--- src/rtl/l2nm_pkg.sv ---
// ----------------------------------------------------------------------------
// l2nm_pkg: shared types and constants of the L2 normalize and match block
// Holds widths, command codes and the controller/datapath interface structs.
// ----------------------------------------------------------------------------
package l2nm_pkg;

    // Vector store depth and derived widths.
    localparam int MAX_DIM  = 1024;
    localparam int ADDR_W   = 10;
    localparam int LEN_W    = 11;
    localparam int SAMPLE_W = 16;
    localparam int SQSUM_W  = 41;
    localparam int DOT_W    = 42;
    localparam int ROOT_W   = 31;
    localparam int QUOT_W   = 17;

    // Iteration counts of the shared square root and divider steps.
    localparam int SQRT_STEPS = ROOT_W;
    localparam int DIV_STEPS  = QUOT_W;

    // Command codes on the input tuser; result kinds use the same codes.
    localparam logic [1:0] CMD_QUERY = 2'd0;
    localparam logic [1:0] CMD_REF   = 2'd1;
    localparam logic [1:0] CMD_READ  = 2'd2;
    localparam logic [1:0] CMD_NOP   = 2'd3;

    // Commands from the controller to the datapath.
    typedef struct packed {
        logic take;
        logic acc;
        logic prep;
        logic sqrt_step;
        logic norm_rd;
        logic div_init;
        logic div_step;
        logic norm_wr;
        logic finish;
        logic dot_rd;
        logic dot_mul;
        logic dot_acc;
        logic rb_rd;
        logic post;
    } l2nm_cmd_t;

    // Status from the datapath to the controller.
    typedef struct packed {
        logic last;
        logic skip_norm;
        logic sqrt_done;
        logic div_done;
        logic idx_last;
        logic dot_needed;
        logic out_free;
    } l2nm_stat_t;

endpackage

--- src/rtl/l2nm_ctrl.sv ---
// ----------------------------------------------------------------------------
// l2nm_ctrl: controller of the L2 normalize and match block
// Sequences loading, square root, normalization, dot product and readback.
// ----------------------------------------------------------------------------
module l2nm_ctrl (
    input  logic                 aclk,
    input  logic                 aresetn,
    input  logic                 s_tvalid,
    output logic                 s_tready,
    input  logic [1:0]           s_tuser,
    output l2nm_pkg::l2nm_cmd_t  cmd,
    input  l2nm_pkg::l2nm_stat_t stat
);
    import l2nm_pkg::*;

    typedef enum logic [13:0] {
        ST_IDLE = 14'h0001,
        ST_ACC  = 14'h0002,
        ST_PREP = 14'h0004,
        ST_SQRT = 14'h0008,
        ST_NRD  = 14'h0010,
        ST_NLD  = 14'h0020,
        ST_NDIV = 14'h0040,
        ST_NWR  = 14'h0080,
        ST_FIN  = 14'h0100,
        ST_DRD  = 14'h0200,
        ST_DMUL = 14'h0400,
        ST_DACC = 14'h0800,
        ST_RB   = 14'h1000,
        ST_POST = 14'h2000
    } l2nm_state_t;

    l2nm_state_t state_reg, state_next;

    assign s_tready = state_reg == ST_IDLE;

    // Next state and datapath commands.
    always_comb begin
        state_next = state_reg;
        cmd        = '0;
        unique case (state_reg)
            ST_IDLE: begin
                if (s_tvalid) begin
                    cmd.take = 1'b1;
                    unique case (s_tuser)
                        CMD_READ: state_next = ST_RB;
                        CMD_NOP:  state_next = ST_IDLE;
                        default:  state_next = ST_ACC;
                    endcase
                end
            end
            ST_ACC: begin
                cmd.acc    = 1'b1;
                state_next = stat.last ? ST_PREP : ST_IDLE;
            end
            ST_PREP: begin
                cmd.prep   = 1'b1;
                state_next = stat.skip_norm ? ST_FIN : ST_SQRT;
            end
            ST_SQRT: begin
                cmd.sqrt_step = 1'b1;
                if (stat.sqrt_done) begin
                    state_next = ST_NRD;
                end
            end
            ST_NRD: begin
                cmd.norm_rd = 1'b1;
                state_next  = ST_NLD;
            end
            ST_NLD: begin
                cmd.div_init = 1'b1;
                state_next   = ST_NDIV;
            end
            ST_NDIV: begin
                cmd.div_step = 1'b1;
                if (stat.div_done) begin
                    state_next = ST_NWR;
                end
            end
            ST_NWR: begin
                cmd.norm_wr = 1'b1;
                state_next  = stat.idx_last ? ST_FIN : ST_NRD;
            end
            ST_FIN: begin
                cmd.finish = 1'b1;
                state_next = stat.dot_needed ? ST_DRD : ST_POST;
            end
            ST_DRD: begin
                cmd.dot_rd = 1'b1;
                state_next = ST_DMUL;
            end
            ST_DMUL: begin
                cmd.dot_mul = 1'b1;
                state_next  = ST_DACC;
            end
            ST_DACC: begin
                cmd.dot_acc = 1'b1;
                state_next  = stat.idx_last ? ST_POST : ST_DRD;
            end
            ST_RB: begin
                cmd.rb_rd  = 1'b1;
                state_next = ST_POST;
            end
            ST_POST: begin
                if (stat.out_free) begin
                    cmd.post   = 1'b1;
                    state_next = ST_IDLE;
                end
            end
            default: state_next = ST_IDLE;
        endcase
    end

    always_ff @(posedge aclk) begin
        if (!aresetn) begin
            state_reg <= ST_IDLE;
        end else begin
            state_reg <= state_next;
        end
    end

    // Items are only taken when the sequencer is at rest.
    a_take_idle: assert property (@(posedge aclk) disable iff (!aresetn)
        cmd.take |=> state_reg != ST_IDLE || $past(s_tuser) == CMD_NOP)
        else $error("item taken without leaving idle");

    // The divider always runs after its setup cycle.
    a_div_after_init: assert property (@(posedge aclk) disable iff (!aresetn)
        cmd.div_init |=> cmd.div_step)
        else $error("divider not started after setup");

    // A finished normalization pass ends in the finish step.
    a_norm_to_fin: assert property (@(posedge aclk) disable iff (!aresetn)
        (cmd.norm_wr && stat.idx_last) |=> cmd.finish)
        else $error("normalization pass did not finish");

endmodule

--- config.mk ---
export PLATFORM = sky130hd
export DESIGN_NAME = l2nm_ctrl
export DESIGN_NICKNAME = d
export VERILOG_FILES = /design/src/rtl/l2nm_pkg.sv /design/src/rtl/l2nm_ctrl.sv
export SDC_FILE = /design/constraint.sdc
export NUM_CORES = 1
export LEC_CHECK = 0
export BUFFER_PORTS_ARGS = -buffer_cell sky130_fd_sc_hd__clkbuf_2
export CORE_UTILIZATION = 53
export CTS_BUF_LIST = sky130_fd_sc_hd__clkbuf_8
export CTS_CLUSTER_DIAMETER = 40
export DETAILED_ROUTE_END_ITERATION = 8
export GPL_TIMING_DRIVEN = 0
export HOLD_SLACK_MARGIN = 0.06
export PLACE_DENSITY = 0.81
export RECOVER_POWER = 25
export SETUP_SLACK_MARGIN = 0.02
export SLEW_MARGIN = 20
export SYNTH_ARGS = -nofsm -noshare
export SYNTH_HDL_FRONTEND = slang
export SYNTH_SLANG_ARGS = --single-unit
--- constraint.sdc ---
create_clock -name aclk -period 2.19 [get_ports aclk]
set_input_delay 0.438 -clock aclk [delete_from_list [all_inputs] [get_ports aclk]]
set_output_delay 0.438 -clock aclk [all_outputs]
set_load 0.005 [all_outputs]
Word level (Yosys, flattened, before mapping)
Cells that the tools add are included.
{"block": "word_totals", "regBits": 14, "inputBits": 12, "out_inout_bits": 15, "elab_cells": 49}
{"block": "op_classes", "n_eq_ne": 20, "n_mux": 27, "n_reduce_logical": 1}
{"cell": "one-hot mux 14 bit (14 select lines)", "n": 1}
{"cell": "two-way mux 14 bit", "n": 6}
{"cell": "one-hot mux 13 bit (2 select lines)", "n": 1}
{"cell": "two-way mux 9 bit", "n": 2}
{"cell": "two-way mux 1 bit", "n": 16}
{"cell": "equality test 14 x 1 -> 1 bit (second input constant)", "n": 1}
{"cell": "equality test 14 x 10 -> 1 bit (second input constant)", "n": 1}
{"cell": "equality test 14 x 11 -> 1 bit (second input constant)", "n": 1}
{"cell": "equality test 14 x 12 -> 1 bit (second input constant)", "n": 1}
{"cell": "equality test 14 x 13 -> 1 bit (second input constant)", "n": 1}
{"cell": "equality test 14 bit (second input constant)", "n": 1}
{"cell": "equality test 14 x 2 -> 1 bit (second input constant)", "n": 1}
{"cell": "equality test 14 x 3 -> 1 bit (second input constant)", "n": 1}
{"cell": "equality test 14 x 4 -> 1 bit (second input constant)", "n": 1}
{"cell": "equality test 14 x 5 -> 1 bit (second input constant)", "n": 1}
{"cell": "equality test 14 x 6 -> 1 bit (second input constant)", "n": 1}
{"cell": "equality test 14 x 7 -> 1 bit (second input constant)", "n": 1}
{"cell": "equality test 14 x 8 -> 1 bit (second input constant)", "n": 1}
{"cell": "equality test 14 x 9 -> 1 bit (second input constant)", "n": 1}
{"cell": "!= test 2 bit (second input constant)", "n": 4}
{"cell": "equality test 2 bit (second input constant)", "n": 2}
{"cell": "AND reduction 4 bit", "n": 1}
{"cell": "two-way mux 3 bit", "n": 1}

Depth between registers and ports, before layout
Gate-level depths: netlist of the first run.
{"block": "logic_depth", "depth_word": 4, "depth_mapped": 8, "ltp_nobuf": 7}

Least setup slack after synthesis of the first run
Ideal clock, no wire load.
{"block": "synth_path", "kind": "register -> output", "start": "register state_reg[5]", "end": "output port cmd[13] in the netlist's numbering", "arrival_ps": 1527, "required_time_ps": 1752, "setup_slack_ps": 225, "stages_incl_launch_ff": 7, "n_path_buf": 1, "path_cell_list": "dfxtp_1 -> buf_6 -> nor4_2 -> nand3_1 -> or2_2 -> inv_1 -> and2_1"}
{"element": "start, declared", "line": "l2nm_ctrl.sv:33", "rtl": "l2nm_state_t state_reg, state_next;"}
{"element": "start signal, assigned", "line": "l2nm_ctrl.sv:118", "rtl": "state_reg <= state_next;"}
{"element": "end, declared", "line": "l2nm_ctrl.sv:11", "rtl": "output l2nm_pkg::l2nm_cmd_t cmd,"}

==> impl_metrics.yaml, run 1 <==
worst_setup_path:
  reg2reg_slack_ps: 80
  timing.rr.end: "state_reg[12]"
  r2r-start: "state_reg[9]"
  cpPeakStageDelay_ps: 360
  path_cells: "nor4_4 > buf_4 > nand3_4 > or2_4 > inv_2 > and2_1 > clkbuf_2"
  critPathSlowestCell: "dfxtp_4"
  crit_fanout: 4
  reg2reg_depth: 8
  crit_path_start_kind: "flop"
  path_class: "reg2out"
  crit_arrival_ps: 1770
  critPathCaptureType: "output port"
  cp.required_ps: 1750
logic_synthesis:
  synth_cell_types: 43
  yosysTopAreaCell: "dfxtp_1"
  synth_area_um2: 938
  ys_seq_elements: 14
  ys_warn_count: 0
  ys_seq_area_share_pct: 29.9
  syn_inst: 112
  synth_nets: 124
  syn_area_per_cell_um2: 8.38
  synth_top_area_share_pct: 29.9
  synth_area_leaders: "dfxtp_1 30%, nor2_1 8.0%, nor4b_4 5.1%"
sta:
  hold_viol_final: 0
  skew_ps: 1.32
  timing.fmax_ghz: 0.452
  relSlewSlack_pct: 71.6
  min_period_over_period_pct: 101
  rsz0062_at_grt: "true"
  worstMarginPinSlew_ps: 423
  drv_slew: 0
  finalCriticalPeriod_ps: 2210
  setup_slack_ps: -22.8
  setup_violations: 2
worst_hold_path:
  hold_class: "in2reg"
  min_to: "state_reg[12]"
  hold_path_startpoint: "s_tuser[0]"
  hold_depth: 2
job:
  drv_cap: 0
grt:
  antenna_found_initial: 0
  overflow: 0
  grt_max_degree: 10
  grt_pass1_vias: 829
  grt.total_usage_pct: 26.8
  grt_pass1_wl_um: 3750
final_layout:
  final_cell_mix: "25 x clkbuf_2, 20 x buf_4, 19 x nor2_1"
  largest_register_ffs: 14
  final_common_cell: "clkbuf_2"
  finish.utilization_pct: 87.5
  drive_gt1_share_pct: 50.9
  fin_cells: 177
  finalNetCount: 175
  area_growth_pct: 46.9
  diodes: 0
  fin_area_um2: 1380
power_and_ir_drop:
  swShare_pct: 27.9
  power_mw: 0.649
  p_clk_share_pct: 32.0
  switching_power_mw: 0.181
  powerDensity_nw_per_um2: 471
  p_leak_nw: 0.653
  ir_drop_uv: 490
  p_int_mw: 0.468
  pwr-share-comb_pct: 27.2
  pwr-share-seq_pct: 40.7
floorplan:
  die_area_um2: 1940
  die_h_um: 44.1
  core.rowCount: 14
  dieWidth_um: 44.1
  pin_count: 27
  coreArea_um2: 1580
  initial_core_util_pct: 59.5
placed_design:
  placed_cell_area_um2: 1090
  placed_cells: 154
  io_buffers: 26
  dp_hpwl_um: 1710
  routabilityCongestion: 0.859
  post-place-ws_ps: -39.8
clock_tree:
  clock_path_buffers: 2
  path_clk_slew_ps: 50
  numCtsBuffers: 3
  cts_root_buffer: "clkbuf_8"
  clkLatencyLatePin_ps: 240
  ctsHtreeMaxLevel: 1
  cts_sinks: 14
  cts.hold.buffers_added: 0
  cts_tree: "done"
outcome:
  violations: "DRC, setup timing"
  status: "finished, violations left"
routing:
  first_pass_iters: 6
  via_per_inst: 6.11
  ant_nets: 0
  drc: 1
  num_vias: 1082
  drtIter0Drc: 58
  totalWireLength_um: 2790
  routedWlPerCell_um: 15.8
==> metal layers <==
| metal | GRT usage (%) | share of wire, % |
|---|---|---|
| met1 | 33.7 | 41 |
| met2 | 47.1 | 47 |
| met3 | 3.67 | 8.0 |
| met4 | 9.09 | 3.9 |
| met5 | 0 | 0 |
==> cells in the mapped netlist <==
cell type and n:
or2b_2 1, o32a_1 1, xnor2_1 1, o21a_1 2, inv_1 7, o2111a_1 1, nor4_1 1, nand2_1 4
o21bai_1 1, nor2_2 1, and4bb_2 1, nand4_1 3, nor3_1 6, nand2b_1 2, nor3b_1 4, and2_1 1
nor4_4 1, nand3_1 1, nand2_4 1, xor2_1 3, nor2b_1 3, or2_2 1, nand3b_1 2, o31a_1 1
o31ai_1 1, or3b_1 1, nand4b_1 2, and3_1 2, nor2_1 20, or3_2 1, a31oi_1 1, a22oi_1 2
and4b_1 1, or4_1 1, o21ai_0 4, nor4_2 1, buf_6 2, and3_4 1, dfxtp_1 14, o22a_1 1
a21oi_1 3, buf_4 2, nor4b_4 2
==> worst max-delay path by stage <==
stage,from,endpoint,slack [ps],cells past startpoint
final,state_reg[7],cmd[13],-20,7
after global routing,state_reg[7],cmd[13],-80,7
after CTS,state_reg[5],cmd[10],-40,6
after detailed placement,state_reg[11],cmd[13],-40,7
after global placement,state_reg[5],cmd[13],30,7
after floorplan,state_reg[5],cmd[13],220,6
==> repair_timing <==
| item | in CTS | in global routing |
|---|---|---|
| setup buffers | 6 | 14 |
| cloned | 0 | 0 |
| pin swaps | 6 | 10 |
| setup endpoints to repair | 11 | 23 |
| gates resized for setup | 13 | 16 |
==> metrics by stage <==
stage | setup TNS [ps] | hold WS [ps]
floorplan | 0 | 509
CTS | -99.8 | 397
detailed placement | -39.8 | 533
finish | -33.4 | 388
global placement | 0 | 532
global route | -192 | 386
==> cell families after synthesis <==
logic type	after synthesis	share of synthesized area, %
simple gates	65	46.3
compound gates	18	13.3
flops	14	29.9
buf+inv	11	6.80
xor+xnor	4	3.73
==> worst max-delay path, delay by kind of cell (launching register included) <==
family / cells / cell delay [ps]
simple gates: 4 / 810
flops: 1 / 360
buf+inv: 3 / 360
==> area by class of cell <==
class                      count  area (µm²)
clock buffer                   3        41.3
inverter                       7        26.3
tap                           16        20.0
timing repair buffer          46         280
sequential                    14         295
buffer                         4        45.0
fill                          79         198
multi-input combinational     87         671
==> power by group through the flow <==
stage / clock [mW] / sequential [mW] / combinational, mW
floorplan: 0 / 0.271 / 0.0913
global placement: 0 / 0.272 / 0.125
detailed placement: 0 / 0.272 / 0.129
CTS: 0.208 / 0.267 / 0.143
global route: 0.219 / 0.265 / 0.191
finish: 0.208 / 0.264 / 0.177
(Power assumes the default switching activity.)
==> run 2, diff against run 1 <==
PLACE_DENSITY = 0.85   (was 0.81)
==> impl_metrics.yaml, run 2 (synthesis results as in run 1) <==
final_layout:
  area_growth_pct: 54.5
  finalNetCount: 179
  finish.utilization_pct: 92.0
  final_cell_mix: "26 x clkbuf_2, 23 x buf_4, 20 x nor2_1"
  drive_gt1_share_pct: 54.8
  final_common_cell: "clkbuf_2"
  diodes: 0
  largest_register_ffs: 14
  fillers: 62
clock_tree:
  numCtsBuffers: 3
  cts_root_buffer: "clkbuf_8"
  cts_tree: "done"
  cts_sinks: 14
  path_clk_slew_ps: 60
  clkLatencyLatePin_ps: 250
  ctsHtreeMaxLevel: 1
  clock_path_buffers: 2
power_and_ir_drop:
  power_mw: 0.728
  powerDensity_nw_per_um2: 502
  ir_drop_uv: 544
  p_leak_nw: 0.682
worst_setup_path:
  critPathSlowestCell: "or3b_4"
  reg2reg_slack_ps: 50
  startpoint: "state_reg[7]"
  endpoint: "cmd[10]"
  cp.required_ps: 1750
  path_cells: "nor4_4 > nand4_1 > or3b_4 > inv_2 > clkbuf_2"
  crit_fanout: 5
  crit_path_start_kind: "flop"
  reg2reg_depth: 7
  critPathCaptureType: "output port"
  r2r-start: "state_reg[7]"
  path_class: "reg2out"
  cpPeakStageDelay_ps: 450
  crit_arrival_ps: 1820
  timing.rr.end: "state_reg[5]"
sta:
  rsz0062_at_grt: "true"
  setup_violations: 5
  skew_ps: 0.630
  hold_viol_final: 0
  setup_slack_ps: -68.3
  timing.fmax_ghz: 0.443
  min_period_over_period_pct: 103
  drv_slew: 0
  relSlewSlack_pct: 60.7
  tns_ps: -241
  finalCriticalPeriod_ps: 2260
  worstMarginPinSlew_ps: 586
outcome:
  violations: "setup timing"
  status: "finished, violations left"
grt:
  grt_pass1_vias: 937
  antenna_found_initial: 0
  grt.total_usage_pct: 28.4
  grt_max_degree: 10
  overflow: 0
  grt_pass1_wl_um: 4060
routing:
  drtIter0Drc: 87
  totalWireLength_um: 3500
  first_pass_iters: 4
  drc: 0
  ant_nets: 0
  num_vias: 1147
  routedWlPerCell_um: 19.2
  via_per_inst: 6.30
floorplan:
  core.rowCount: 14
  dieWidth_um: 44.1
  die_area_um2: 1940
  initial_core_util_pct: 59.5
  die_h_um: 44.1
  coreArea_um2: 1580
  pin_count: 27
job:
  drv_cap: 0
placed_design:
  routabilityCongestion: 0.872
  dp_hpwl_um: 1690
  io_buffers: 26
worst_hold_path:
  hold_class: "in2reg"
## run 2: cell types whose count changed in the layout (fill, tap and decap cells not counted), moves of 2 or more
| cell | change |
|---|---|
| nor3b_2 | -3 |
| nor2_2 | -2 |
| nor3b_4 | +2 |
| buf_4 | +3 |
| dfxtp_1 | -4 |
| dfxtp_2 | +3 |
## run 2: worst max-delay path: cells and delay by family (launching register included)
kind	cells	cell delay (ps)
buffers and inverters	2	180
DFF	1	370
and+or+nand+nor	3	1020
## run 2: metrics by stage
stage / instance area, µm² / hold slack [ps] / worst slack, ps / std cells
6_report: 1450 / 386 / -68.3 / 182
5_1_grt: 1450 / 401 / -110 / 182
4_1_cts: 1240 / 387 / -52.6 / 163
3_5_place_dp: 1090 / 538 / 13.0 / 154
3_3_place_gp: 1090 / 532 / 45.2 / 154
2_1_floorplan: 938 / 509 / 225 / 112
## run 2: area by class of cell
type / instances / area, µm² / share of cell area, %
plain buffers: 4 / 41.3 / 2.85
clock buffers: 4 / 55.1 / 3.80
inverters: 7 / 26.3 / 1.81
multi-input cells: 87 / 687 / 47.4
flip-flops and latches: 14 / 303 / 20.9
well taps: 16 / 20.0 / 1.38
repair buffers: 50 / 318 / 21.9
## run 2: worst min path at each step
stage / cells after the start / startpoint / slack [ps] / to
final: 2 / s_tuser[0] / 390 / state_reg[12]
after CTS: 2 / s_tuser[1] / 390 / state_reg[1]
after global placement: 2 / state_reg[5] / 530 / state_reg[5]
after detailed placement: 2 / state_reg[5] / 540 / state_reg[5]
after global routing: 2 / s_tuser[0] / 400 / state_reg[12]
after floorplan: 1 / s_tuser[0] / 510 / state_reg[12]
## run 2: timing repair
action                                  in CTS  in global routing
cloned                                       0                  1
pin swaps                                    5                 11
resized for setup                           17                 22
setup buffers                                5                 18
endpoints found under the setup margin      11                 21
hold buffers                                 0                  0
hold endpoints to repair                     0                  0
## run 2: power by group
group | total (mW) | switching [mW] | internal [mW]
clock network | 0.257 | 0.0978 | 0.159
logic | 0.206 | 0.104 | 0.103
registers | 0.264 | 0.00792 | 0.256
## run 2: metal layers
metal | share of wire, % | track usage (%) | routed length (µm) | vias to the layer above
li1 | - | - | - | 513
met1 | 39 | 35.6 | 1370 | 543
met2 | 49 | 49.1 | 1720 | 73
met3 | 7.5 | 4.08 | 263 | 18
met4 | 4.3 | 10.9 | 150 | 0
met5 | 0 | 0 | 0 | -
==> run 3, diff against run 2 <==
MAX_ROUTING_LAYER = met4   (was unset)
==> impl_metrics.yaml, run 3 (synthesis results as in run 1) <==
floorplan:
  dieWidth_um: 44.1
  pin_count: 27
  initial_core_util_pct: 59.5
  die_area_um2: 1940
  core.rowCount: 14
  coreArea_um2: 1580
  die_h_um: 44.1
routing:
  drc: 0
  totalWireLength_um: 3490
  routedWlPerCell_um: 19.2
  ant_nets: 0
  num_vias: 1149
  first_pass_iters: 4
  via_per_inst: 6.31
  drtIter0Drc: 53
worst_setup_path:
  cp_top_family: "simple AND/OR/NAND/NOR gates"
  cpPeakStageDelay_ps: 450
  critPathSlowestCell: "or3b_4"
  path_cells: "nor4_4 > nand4_1 > or3b_4 > inv_2 > clkbuf_2"
  crit_path_start_kind: "flop"
  critPathCaptureType: "output port"
  cp.required_ps: 1750
  crit_fanout: 5
  path_class: "reg2out"
  path_buf_inv: 2
  crit_arrival_ps: 1840
clock_tree:
  cts_tree: "done"
  cts_sinks: 14
  ctsHtreeMaxLevel: 1
  clkLatencyLatePin_ps: 250
  numCtsBuffers: 3
  path_clk_slew_ps: 60
  clock_path_buffers: 2
  cts_root_buffer: "clkbuf_8"
placed_design:
  post-place-ws_ps: 13.0
  routabilityCongestion: 0.886
  placed_cells: 154
  dp_hpwl_um: 1690
  io_buffers: 26
sta:
  setup_violations: 5
  min_period_over_period_pct: 104
  hold_viol_final: 0
  worstMarginPinSlew_ps: 581
  timing.fmax_ghz: 0.440
  rsz0062_at_grt: "true"
  skew_ps: 0.570
  setup_slack_ps: -84.6
  finalCriticalPeriod_ps: 2270
  drv_slew: 0
  relSlewSlack_pct: 60.9
final_layout:
  diodes: 0
  fin_cells: 182
  finish.utilization_pct: 92.0
  finalNetCount: 179
  final_common_cell: "clkbuf_2"
  largest_register_ffs: 14
  final_cell_mix: "26 x clkbuf_2, 23 x buf_4, 20 x nor2_1"
  area_growth_pct: 54.5
  drive_gt1_share_pct: 54.8
grt:
  grt_max_degree: 10
  grt.total_usage_pct: 29.3
  grt_pass1_wl_um: 4070
  overflow: 0
  grt_pass1_vias: 937
  antenna_found_initial: 0
outcome:
  violations: "setup timing"
  status: "finished, violations left"
worst_hold_path:
  hold_class: "in2reg"
job:
  drv_cap: 0
power_and_ir_drop:
  p_leak_nw: 0.682
  powerDensity_nw_per_um2: 501
  ir_drop_uv: 541
[run 3: timing repair]
action / 4_1_cts / 5_1_grt
gates resized for setup: 17 / 22
pin swaps: 5 / 11
setup endpoints to repair: 11 / 21
cloned: 0 / 1
buffers inserted: 5 / 18
hold buffers: 0 / 0
[run 3: area by class of cell]
| cell class | instances | area, µm² |
|---|---|---|
| Multi-Input combinational cell | 87 | 687 |
| Timing Repair Buffer | 50 | 318 |
| Sequential cell | 14 | 303 |
| Fill cell | 62 | 126 |
| Clock buffer | 4 | 55.1 |
| Buffer | 4 | 41.3 |
| Inverter | 7 | 26.3 |
| Tap cell | 16 | 20.0 |
[run 3: metal layers]
metal	part of all wire [%]	routed length, µm	global-route usage (%)	up-vias
met3	8.4	293	4.08	19
met1	39	1350	35.9	544
li1	-	-	-	513
met4	4.1	142	10.9	0
met5	0	0	-	-
met2	49	1710	48.8	73
[run 3: worst reg2reg max path, stage by stage (launching register included)]
cell     delay [ps]
dfxtp_4         370
nor4_4          380
and3_4          280
nand2_4          60
nor3_1          500
or4_4           260
buf_4           150
nor2_1           40
[run 3: where the power goes]
part           leakage [nW]  internal (mW)  switching [mW]
combinational         0.534          0.103           0.105
sequential            0.119          0.256         0.00791
clock                0.0288          0.159          0.0963
total                 0.682          0.518           0.209
[run 3: worst paths after layout]
check	startpoint	cells after the start	slack (ps)	endpoint
min	s_tuser[0]	2	390	state_reg[12]
max	state_reg[7]	5	-80	cmd[10]
min reg2reg	state_reg[4]	1	530	state_reg[5]
max reg2reg	state_reg[7]	7	40	state_reg[7]
[run 3: stage by stage]
stage / TNS, ps / area [µm²] / hold slack (ps) / total power, mW
after floorplan: 0 / 938 / 509 / 0.362
after global placement: 0 / 1090 / 532 / 0.397
after detailed placement: 0 / 1090 / 538 / 0.402
after CTS: -101 / 1240 / 387 / 0.668
after global routing: -570 / 1450 / 401 / 0.747
final: -278 / 1450 / 387 / 0.727
